### src/hw/rtl/atep_pkg.sv
// Shared types, character codes and color tables for the terminal escape parser.
package atep_pkg;

	// Parser states
	typedef enum logic [1:0] {
		PS_TEXT = 2'd0,
		PS_ESC  = 2'd1,
		PS_CSI  = 2'd2
	} atep_parse_t;

	// Register indexes on the configuration port
	localparam logic CFG_TEXT_COLUMNS = 1'b0;
	localparam logic CFG_TEXT_ROWS    = 1'b1;

	localparam logic [7:0] COLS_RESET = 8'd80;
	localparam logic [6:0] ROWS_RESET = 7'd30;

	localparam logic [4:0] MAX_PARAM_LEN = 5'd31;

	// Character codes
	localparam logic [7:0] CH_ESC      = 8'h1B;
	localparam logic [7:0] CH_LBRACKET = 8'h5B;
	localparam logic [7:0] CH_NEWLINE  = 8'h0A;
	localparam logic [7:0] CH_RETURN   = 8'h0D;
	localparam logic [7:0] CH_BACKSP   = 8'h08;
	localparam logic [7:0] CH_DEL      = 8'h7F;
	localparam logic [7:0] CH_SPACE    = 8'h20;
	localparam logic [7:0] CH_SGR      = 8'h6D;
	localparam logic [7:0] CH_CLEAR    = 8'h4A;
	localparam logic [7:0] CH_HOME     = 8'h48;
	localparam logic [7:0] CH_ZERO     = 8'h30;
	localparam logic [7:0] CH_NINE     = 8'h39;

	// SGR codes
	localparam logic [7:0] SGR_NORMAL_LO = 8'd30;
	localparam logic [7:0] SGR_NORMAL_HI = 8'd37;
	localparam logic [7:0] SGR_BRIGHT_LO = 8'd90;
	localparam logic [7:0] SGR_BRIGHT_HI = 8'd97;

	localparam logic [31:0] ARGB_WHITE = 32'hFFFFFFFF;
	localparam logic [7:0]  ACC_MAX    = 8'd255;

	// Parser and cursor state carried from byte to byte
	typedef struct packed {
		atep_parse_t parse;
		logic [4:0]  param_len;
		logic [7:0]  param_val;
		logic [7:0]  col;
		logic [6:0]  row;
		logic [31:0] fg;
	} atep_state_t;

	// Result of one byte, without the refresh flag
	typedef struct packed {
		logic        draw;
		logic [6:0]  glyph;
		logic [7:0]  glyph_col;
		logic [6:0]  glyph_row;
		logic [31:0] glyph_color;
		logic        clear;
		logic        scroll;
		logic [7:0]  cursor_col;
		logic [6:0]  cursor_row;
	} atep_result_t;

	function automatic logic [31:0] normal_color(input logic [2:0] idx);
		logic [31:0] c;
		unique case (idx)
			3'd0: c = 32'hFF000000;
			3'd1: c = 32'hFFBB0000;
			3'd2: c = 32'hFF00BB00;
			3'd3: c = 32'hFFBBBB00;
			3'd4: c = 32'hFF0000BB;
			3'd5: c = 32'hFFBB00BB;
			3'd6: c = 32'hFF00BBBB;
			default: c = 32'hFFBBBBBB;
		endcase
		return c;
	endfunction

	function automatic logic [31:0] bright_color(input logic [2:0] idx);
		logic [31:0] c;
		unique case (idx)
			3'd0: c = 32'hFF555555;
			3'd1: c = 32'hFFFF5555;
			3'd2: c = 32'hFF55FF55;
			3'd3: c = 32'hFFFFFF55;
			3'd4: c = 32'hFF5555FF;
			3'd5: c = 32'hFFFF55FF;
			3'd6: c = 32'hFF55FFFF;
			default: c = 32'hFFFFFFFF;
		endcase
		return c;
	endfunction

endpackage

### src/hw/rtl/atep_step.sv
// Per-byte parse, SGR, cursor, wrap and scroll logic for the terminal escape parser.
module atep_step (
	input  logic [7:0]           char_in,
	input  logic [7:0]           cols,
	input  logic [6:0]           rows,
	input  atep_pkg::atep_state_t cur,
	output atep_pkg::atep_state_t nxt,
	output atep_pkg::atep_result_t res
);
	import atep_pkg::*;

	atep_parse_t parse_n;
	logic        is_letter;
	logic        is_digit;
	logic [11:0] acc_sum;
	logic [8:0]  col_w;
	logic [7:0]  row_w;
	logic [7:0]  row_fix;
	logic        scroll;

	assign is_letter = (char_in >= 8'h61 && char_in <= 8'h7A) ||
		(char_in >= 8'h41 && char_in <= 8'h5A);
	assign is_digit = (char_in >= CH_ZERO) && (char_in <= CH_NINE);
	assign acc_sum = {4'd0, cur.param_val} * 12'd10 + {8'd0, char_in[3:0]};

	// Parser next state
	always_comb begin
		parse_n = cur.parse;
		unique case (cur.parse)
			PS_TEXT: begin
				if (char_in == CH_ESC) parse_n = PS_ESC;
			end
			PS_ESC: begin
				parse_n = (char_in == CH_LBRACKET) ? PS_CSI : PS_TEXT;
			end
			PS_CSI: begin
				if (is_letter || cur.param_len >= MAX_PARAM_LEN) parse_n = PS_TEXT;
			end
			default: parse_n = PS_TEXT;
		endcase
	end

	// Parameter, color, cursor and glyph updates, then wrap and scroll
	always_comb begin
		nxt.parse       = parse_n;
		nxt.param_len   = cur.param_len;
		nxt.param_val   = cur.param_val;
		nxt.fg          = cur.fg;
		col_w           = {1'b0, cur.col};
		row_w           = {1'b0, cur.row};
		res.draw        = 1'b0;
		res.glyph       = '0;
		res.glyph_col   = '0;
		res.glyph_row   = '0;
		res.glyph_color = '0;
		res.clear       = 1'b0;
		unique case (cur.parse)
			PS_TEXT: begin
				if (char_in == CH_ESC) begin
					nxt.param_len = '0;
					nxt.param_val = '0;
				end else if (char_in == CH_NEWLINE) begin
					col_w = '0;
					row_w = row_w + 8'd1;
				end else if (char_in == CH_RETURN) begin
					col_w = '0;
				end else if (char_in == CH_BACKSP || char_in == CH_DEL) begin
					if (cur.col != 8'd0) col_w = col_w - 9'd1;
				end else if (char_in >= CH_SPACE && char_in < CH_DEL) begin
					res.draw        = 1'b1;
					res.glyph       = char_in[6:0];
					res.glyph_col   = cur.col;
					res.glyph_row   = cur.row;
					res.glyph_color = cur.fg;
					col_w           = col_w + 9'd1;
				end
			end
			PS_CSI: begin
				if (is_letter) begin
					if (char_in == CH_SGR) begin
						if (cur.param_len == 5'd0 || cur.param_val == 8'd0)
							nxt.fg = ARGB_WHITE;
						else if (cur.param_val >= SGR_NORMAL_LO &&
							cur.param_val <= SGR_NORMAL_HI)
							nxt.fg = normal_color(3'(cur.param_val - SGR_NORMAL_LO));
						else if (cur.param_val >= SGR_BRIGHT_LO &&
							cur.param_val <= SGR_BRIGHT_HI)
							nxt.fg = bright_color(3'(cur.param_val - SGR_BRIGHT_LO));
					end else if (char_in == CH_CLEAR) begin
						res.clear = 1'b1;
						col_w     = '0;
						row_w     = '0;
					end else if (char_in == CH_HOME) begin
						col_w = '0;
						row_w = '0;
					end
				end else if (cur.param_len < MAX_PARAM_LEN) begin
					nxt.param_len = cur.param_len + 5'd1;
					if (is_digit)
						nxt.param_val = (acc_sum > 12'(ACC_MAX)) ? ACC_MAX : acc_sum[7:0];
				end
			end
			default: ;
		endcase

		// Wrap at the column limit, then scroll at the row limit
		row_fix = row_w;
		nxt.col = col_w[7:0];
		if (col_w >= {1'b0, cols}) begin
			nxt.col = '0;
			row_fix = row_w + 8'd1;
		end
		scroll         = (row_fix >= {1'b0, rows});
		nxt.row        = scroll ? (rows - 7'd1) : row_fix[6:0];
		res.scroll     = scroll;
		res.cursor_col = nxt.col;
		res.cursor_row = nxt.row;
	end

endmodule

### src/hw/rtl/ansi_terminal_escape_parser.sv
// Top level of the terminal escape parser: byte register, state, result register, config.
//
//   channel | direction | handshake            | payload
//   in      | to block  | in_valid / in_ready   | char_in, last_byte
//   out     | from blk  | out_valid / out_ready | draw_glyph .. refresh
//   cfg     | to block  | cfg_valid / cfg_ready | cfg_index, cfg_data
//
// One byte per cycle sustained while results are taken; each byte passes the byte register, then the result register.
// The byte register feeds the parse and cursor logic, which updates the state
// registers and loads the result register in the same cycle.
// Reset returns the parser to text, the cursor home, the color white and the
// geometry to 80 by 30. A stalled result holds; the byte register advances
// into it in the cycle the result is taken.
module ansi_terminal_escape_parser (
	input  logic        clk,
	input  logic        arst_n,
	input  logic        in_valid,
	output logic        in_ready,
	input  logic [7:0]  char_in,
	input  logic        last_byte,
	output logic        out_valid,
	input  logic        out_ready,
	output logic        draw_glyph,
	output logic [6:0]  glyph,
	output logic [7:0]  glyph_col,
	output logic [6:0]  glyph_row,
	output logic [31:0] glyph_color,
	output logic        clear_screen,
	output logic        scroll_up,
	output logic [7:0]  cursor_col_out,
	output logic [6:0]  cursor_row_out,
	output logic        refresh,
	input  logic        cfg_valid,
	output logic        cfg_ready,
	input  logic        cfg_index,
	input  logic [7:0]  cfg_data
);
	import atep_pkg::*;

	logic         valid_s1;
	logic [7:0]   char_s1;
	logic         last_s1;
	logic         advance;
	logic [7:0]   cols_q;
	logic [6:0]   rows_q;
	logic [7:0]   cols_eff;
	logic [6:0]   rows_eff;
	atep_state_t  state_q;
	atep_state_t  state_n;
	atep_result_t res_n;
	atep_result_t res_s2;
	logic         last_s2;

	assign advance   = valid_s1 && (!out_valid || out_ready);
	assign in_ready  = !valid_s1 || advance;
	assign cfg_ready = 1'b1;

	// Treat a zero geometry register as one
	assign cols_eff = (cols_q == 8'd0) ? 8'd1 : cols_q;
	assign rows_eff = (rows_q == 7'd0) ? 7'd1 : rows_q;

	// Configuration registers
	always_ff @(posedge clk or negedge arst_n) begin
		if (!arst_n) begin
			cols_q <= COLS_RESET;
			rows_q <= ROWS_RESET;
		end else if (cfg_valid && cfg_ready) begin
			unique case (cfg_index)
				CFG_TEXT_COLUMNS: cols_q <= cfg_data;
				CFG_TEXT_ROWS:    rows_q <= cfg_data[6:0];
				default: ;
			endcase
		end
	end

	// Byte register: control
	always_ff @(posedge clk or negedge arst_n) begin
		if (!arst_n) begin
			valid_s1 <= 1'b0;
		end else if (in_ready) begin
			valid_s1 <= in_valid;
		end
	end

	// Byte register: payload
	always_ff @(posedge clk) begin
		if (in_valid && in_ready) begin
			char_s1 <= char_in;
			last_s1 <= last_byte;
		end
	end

	atep_step u_step (
		.char_in (char_s1),
		.cols    (cols_eff),
		.rows    (rows_eff),
		.cur     (state_q),
		.nxt     (state_n),
		.res     (res_n)
	);

	// Parser and cursor state: advance once per processed byte
	always_ff @(posedge clk or negedge arst_n) begin
		if (!arst_n) begin
			state_q.parse     <= PS_TEXT;
			state_q.param_len <= '0;
			state_q.param_val <= '0;
			state_q.col       <= '0;
			state_q.row       <= '0;
			state_q.fg        <= ARGB_WHITE;
		end else if (advance) begin
			state_q <= state_n;
		end
	end

	// Result register: control
	always_ff @(posedge clk or negedge arst_n) begin
		if (!arst_n) begin
			out_valid <= 1'b0;
		end else if (!out_valid || out_ready) begin
			out_valid <= valid_s1;
		end
	end

	// Result register: payload
	always_ff @(posedge clk) begin
		if (advance) begin
			res_s2  <= res_n;
			last_s2 <= last_s1;
		end
	end

	assign draw_glyph     = res_s2.draw;
	assign glyph          = res_s2.glyph;
	assign glyph_col      = res_s2.glyph_col;
	assign glyph_row      = res_s2.glyph_row;
	assign glyph_color    = res_s2.glyph_color;
	assign clear_screen   = res_s2.clear;
	assign scroll_up      = res_s2.scroll;
	assign cursor_col_out = res_s2.cursor_col;
	assign cursor_row_out = res_s2.cursor_row;
	assign refresh        = last_s2;

`ifndef SYNTHESIS
	a_glyph_printable: assert property (@(posedge clk) disable iff (!arst_n)
		out_valid && draw_glyph |-> glyph >= 7'd32 && glyph != 7'd127)
		else $error("drawn glyph is not printable");

	a_no_draw_zero: assert property (@(posedge clk) disable iff (!arst_n)
		out_valid && !draw_glyph |-> glyph == 7'd0 && glyph_color == 32'd0 &&
			glyph_col == 8'd0 && glyph_row == 7'd0)
		else $error("glyph fields set without a draw");

	a_cursor_in_window: assert property (@(posedge clk) disable iff (!arst_n)
		out_valid |-> cursor_col_out < cols_eff && cursor_row_out < rows_eff)
		else $error("cursor outside the window");

	a_clear_homes: assert property (@(posedge clk) disable iff (!arst_n)
		out_valid && clear_screen |-> cursor_col_out == 8'd0 &&
			cursor_row_out == 7'd0 && !draw_glyph)
		else $error("clear did not home the cursor");
`endif

endmodule

### config.mk
export PLATFORM = sky130hd
export DESIGN_NAME = ansi_terminal_escape_parser
export DESIGN_NICKNAME = d
export VERILOG_FILES = /design/src/hw/rtl/atep_pkg.sv /design/src/hw/rtl/atep_step.sv /design/src/hw/rtl/ansi_terminal_escape_parser.sv
export SDC_FILE = /design/constraint.sdc
export NUM_CORES = 1
export LEC_CHECK = 0
export BUFFER_PORTS_ARGS = -buffer_cell sky130_fd_sc_hd__buf_4
export CORE_MARGIN = 5
export CORE_UTILIZATION = 60
export CTS_CLUSTER_SIZE = 20
export DETAILED_ROUTE_END_ITERATION = 8
export PLACE_DENSITY_LB_ADDON = 0.2
export SLEW_MARGIN = 20
export SYNTH_ARGS = -nofsm -noshare
export SYNTH_HDL_FRONTEND = slang
export SYNTH_HIERARCHICAL = 1
export SYNTH_SLANG_ARGS = --single-unit
export TNS_END_PERCENT = 10
### constraint.sdc
create_clock -name clk -period 9.72 [get_ports clk]
set_clock_uncertainty 0.05 [all_clocks]
set_input_delay 1.944 -clock clk [delete_from_list [all_inputs] [get_ports clk]]
set_output_delay 1.944 -clock clk [all_outputs]
set_load 0.05 [all_outputs]
**Yosys cells after proc, flatten, opt, wreduce, memory -nomap -nowiden**

Index checks and enable logic that the tools add are counted.

- Flip-flop bits (word level): 161
- Bits of input ports: 23
- Output and inout bits: 76
- Word-level logic and storage cells: 157

- $add $sub $neg: 9
- Multiply operators: 1
- $lt $le $gt $ge: 17
- Eq/ne operators: 28
- Muxes and demuxes: 40
- Bitwise gates (word level): 5
- Reduce and logical (&&, ||, !) cells: 35

Operators by type and width:

| operator | number |
|---|---|
| $pmux W24 S7 | 2 |
| $mux W32 | 3 |
| $mux W8 | 11 |
| $mux W9 | 9 |
| $mux W55 | 1 |
| $eq A8 B7 Y1 const B | 5 |
| $mux W13 | 3 |
| $pmux W13 S2 | 1 |
| $eq A8 B4 Y1 const B | 3 |
| $ge A8 B7 Y1 const B | 3 |
| $le A8 B7 Y1 const B | 3 |
| $mux W7 | 3 |
| $eq A3 B3 Y1 const B | 6 |
| $pmux W9 S2 | 1 |
| $ge A8 B6 Y1 const B | 2 |
| $le A8 B6 Y1 const B | 2 |
| $logic_not A8 Y1 | 2 |
| $pmux W8 S2 | 1 |
| $add A12 B4 Y12 | 1 |
| $eq A3 B2 Y1 const B | 4 |
| $gt A12 B8 Y1 const B | 1 |
| $mul A8 B3 Y11 const B | 1 |
| $reduce_and A5 Y1 | 2 |
| $add A8 B1 Y9 const B | 1 |
| other kinds (39) | 64 |

**Longest topological paths before layout**

- Depth after elaboration: 12
- Mapped depth: 26
- Depth with buffers taken out: 25

**By module**

Netlist, hierarchy kept.

Modules (own cells, without submodules):

| module | instances | cells an instance | area each (µm²) | sequential area each (µm²) |
|---|---|---|---|---|
| ansi_terminal_escape_parser | 1 | 275 | 5,809.3 | 4,486.8 |
| atep_step | 1 | 602 | 3,897.5 | 0.0 |

**Least setup slack after synthesis**

OpenSTA, ideal clock, no wires.

- Path kind: flip-flop to flip-flop
- From: register char_s1[2]
- To: register state_q[34] (netlist name)
- Setup time: 125 ps
- Data arrival time: 5,213 ps
- Required time: 9,545 ps
- Setup slack: 4,332 ps
- Cell stages (with the launch flop): 26
- Buffers on the path: 3
- Clock period less this slack: 5,388 ps
- Cells stage by stage: edfxtp_1 > buf_6 > or4b_4 > nor3b_2 > nor2_1 > clkbuf_1 > o21ai_0 > nand2_1 > a32o_1 > ha_1 > a21oi_1 > o21ai_0 > o21bai_1 > a21o_1 > or2_2 > buf_2 > mux2_2 > ha_1 > a21o_1 > a31oi_1 > o21ai_0 > a21o_1 > a31oi_4 > inv_4 > mux2_4 > mux2_4

RTL lines:

| item | RTL line | text |
|---|---|---|
| from (decl) | ansi_terminal_escape_parser.sv:41 | `logic [7:0] char_s1;` |
| from (signal assigned) | ansi_terminal_escape_parser.sv:88 | `char_s1 <= char_in;` |
| to (signal assigned) | ansi_terminal_escape_parser.sv:112 | `state_q <= state_n;` |
| to (decl) | ansi_terminal_escape_parser.sv:48 | `atep_state_t state_q;` |

==> reports/metrics.cfg <==
[run_status]
status = finished clean

[synthesis]
syn_area_um2 = 9710
synth-seq-cells = 161
ys_warn_count = 6
synth-seq-area-share = 0.462
avgSynthCellArea_um2 = 11.1
synth_ff_type = edfxtp_1
synth_edf_count = 82
async_flop_share = 0.491
ys_types = 86
syn-num-nets = 944
syn-instance-count = 877

[global_routing]
antenna_found_initial = 0
gr-usage-met2 = 0.389
grtUsageMet3 = 0.0398
grt_pass1_wl_mm = 36.2
track_usage = 0.243
grt-busiest-layer = met2
grt_use_met1 = 0.336
grt_pass1_vias = 7024
overflow = 0
grt_max_degree = 80

[timing]
drv_slew = 0
setup_violations = 0
fmax_mhz = 156
worst_slack_ps = 3290
rsz0062_at_grt = false
worst_pin_slew_ps = 971
tns_ps = 0
hold_slack_ps = 383
timing.final.crit_share = 0.661
period_minus_slack_ps = 6430
slew_headroom = 0.353
hold_viol = 0

[finish]
fin_cells = 1150
antennaDiodeCount = 0
utilization = 0.688
drive_above_1_share = 0.305
nNetsFinal = 988
area_delta_synth_final_pct = 12.6

[job]
max_cap_violations = 0

[pwr]
p_seq_frac = 0.391
p_switching_uw = 833
p_int_mw = 1.50
pwr-share-comb = 0.323
swShare = 0.357
cellLeakagePower_nw = 4.88
max-vdd-ir-drop_uv = 176
p_per_area_nw_per_um2 = 214
clockPowerShare = 0.286

[clocking]
cts-root-buf = clkbuf_16
cts_setup_buffers = 0
clk_latency_ps = 430
cts_made_buffers = 17
htree_levels = 4
ctsHoldBuffers = 0
cts-resized-gates = 0
cts_tree = built
cts_num_sinks = 161
clkTransAtPathRegs_ps = 60
cts_buffer_depth = 2

[route]
vias = 7049
drt-total-wl_mm = 22.4
drtPass1Iterations = 5
avgRoutedWirePerCell_um = 19.4
dr.first_iter.drc_count = 538
via_per_inst = 6.13
drc = 0
ant_nets = 0

[critical_path]
startpoint_type = register
crit_required_ps = 9980
arrival_ps = 6680
endpoint_kind = register
path_class = register to register
crit_fanout = 36

[floorplan]
die_y_um = 137
dieArea_um2 = 18800
row_count = 46
core_area_um2 = 15900
start_util = 0.611
io_pins = 99
dieWidth_um = 137

[placed_design]
dp_hpwl_mm = 15.9
port_buffers = 97
place.gp.congestion = 1.01
numPlacedInstances = 1118
dp_slack_ps = 3420

[min_path]
hold_path.class = register to register

==> path summary, 6_finish.rpt <==
kind	startpoint	endpoint	slack, ps	depth (start not counted)
worst max register to register	char_s1[0]	state_q[34]	3290	24
max in group asynchronous	arst_n	state_q[46]	7600	1
min in group asynchronous	arst_n	rows_q[6]	1520	1
worst max-delay path	char_s1[0]	state_q[34]	3290	24
worst min-delay path	last_s1	refresh	380	0
worst min register to register	last_s1	refresh	380	0
==> critical path: stages (launching register included) <==
cell and delay, ps:
edfxtp_1 570, and4_1 300, a41o_1 310, clkinv_1 290, buf_4 380, nand4_1 210
o211a_1 260, o31ai_1 260, o31ai_1 160, ha_1 340, a21oi_1 160, o21ai_0 110
o21bai_1 170, a21o_1 210, or2_2 390, xnor2_1 250, ha_1 260, nand2b_1 150
a31oi_1 170, o21ai_0 110, a21o_1 260, a31oi_4 250, inv_4 90, mux2_4 310
mux2_4 270
==> logic make-up after synthesis <==
logic type	count (synthesis)	synth area share
simple gates	298	0.171
flops	161	0.462
compound gates	159	0.112
buf+inv	110	0.0574
mux	84	0.121
fa+ha+maj	44	0.0583
xor+xnor	20	0.0180
other cells	1	0.000386
==> placed cells by master (no fill, tap or decap), types with 5 or more instances in the layout <==
| cell type | instances |
|---|---|
| nor2_1 | 69 |
| nor4_1 | 7 |
| nand4_1 | 14 |
| a211oi_1 | 6 |
| a21o_1 | 11 |
| nand2b_1 | 12 |
| dfrtp_1 | 41 |
| nand3_1 | 12 |
| xor2_1 | 9 |
| nor2b_1 | 14 |
| mux2_4 | 62 |
| xnor2_1 | 11 |
| inv_1 | 31 |
| nand2_1 | 41 |
| clkbuf_16 | 17 |
| o22a_1 | 10 |
| a31oi_1 | 5 |
| a21oi_1 | 45 |
| o31ai_1 | 5 |
| o21ai_0 | 29 |
| o21a_1 | 5 |
| inv_6 | 5 |
| ha_1 | 42 |
| and3_1 | 54 |
| buf_4 | 100 |
| edfxtp_1 | 82 |
| nor3_1 | 23 |
| dfstp_2 | 38 |
| or2_2 | 11 |
| and2_1 | 5 |
| mux2_2 | 19 |
==> power by group through the flow <==
stage	Clock, mW	Combinational, mW	Sequential [mW]
6_report	0.669	0.755	0.913
3_5_place_dp	0	0.745	0.923
4_1_cts	0.677	0.749	0.911
5_1_grt	0.709	0.810	0.924
2_1_floorplan	0	0.495	1.03
3_3_place_gp	0	0.725	0.924
==> sequential cells by signal, indices dropped and copies added, names as in the netlist <==
| signal | count |
|---|---|
| glyph_color | 32 |
| draw_glyph | 1 |
| glyph_row | 7 |
| cursor_col_out | 8 |
| scroll_up | 1 |
| glyph_col | 8 |
| state_q | 62 |
| cols_q | 8 |
| valid_s1 | 1 |
| char_s1 | 8 |
| glyph | 7 |
| refresh | 1 |
| clear_screen | 1 |
| cursor_row_out | 7 |
| rows_q | 7 |
| out_valid | 1 |
| last_s1 | 1 |
==> routing by layer <==
| layer | part of all wire | vias to the layer above |
|---|---|---|
| met2 | 0.47 | 294 |
| met4 | 0.027 | 0 |
| li1 | - | 3275 |
| met5 | 0 | - |
| met1 | 0.44 | 3434 |
| met3 | 0.063 | 46 |
==> cell type report <==
class / instances / area, um2
Clock buffer: 19 / 433
Clock inverter: 13 / 150
Fill cell: 1217 / 4960
Inverter: 34 / 130
Multi-Input combinational cell: 606 / 4700
Sequential cell: 161 / 4490
Tap cell: 216 / 270
Timing Repair Buffer: 101 / 762
==> cell usage after synthesis, types with 10 or more instances <==
| cell | instances | area share |
|---|---|---|
| edfxtp_1 | 82 | 0.25 |
| nor2_1 | 69 | 0.027 |
| mux2_4 | 62 | 0.096 |
| and3_1 | 54 | 0.035 |
| a21oi_1 | 45 | 0.023 |
| ha_1 | 42 | 0.054 |
| dfrtp_1 | 41 | 0.11 |
| nand2_1 | 41 | 0.016 |
| clkbuf_1 | 38 | 0.015 |
| dfstp_2 | 38 | 0.10 |
| inv_1 | 32 | 0.012 |
| o21ai_0 | 29 | 0.015 |
| nor3_1 | 24 | 0.012 |
| mux2_2 | 19 | 0.022 |
| buf_4 | 18 | 0.014 |
| nand4_1 | 14 | 0.0090 |
| nor2b_1 | 14 | 0.0090 |
| nand2b_1 | 12 | 0.0077 |
| nand3_1 | 12 | 0.0062 |
| a21o_1 | 11 | 0.0085 |
| or2_2 | 11 | 0.0071 |
| xnor2_1 | 11 | 0.0099 |
| buf_2 | 10 | 0.0052 |
| o22a_1 | 10 | 0.0090 |
==> per-stage QoR <==
step	cell area, um2	power, mW
after floorplan	9710	1.52
after global placement	10300	1.65
after detailed placement	10300	1.67
after CTS	10900	2.34
after global routing	10900	2.44
final	10900	2.34
Note: power is estimated with default switching activity, not from simulation.
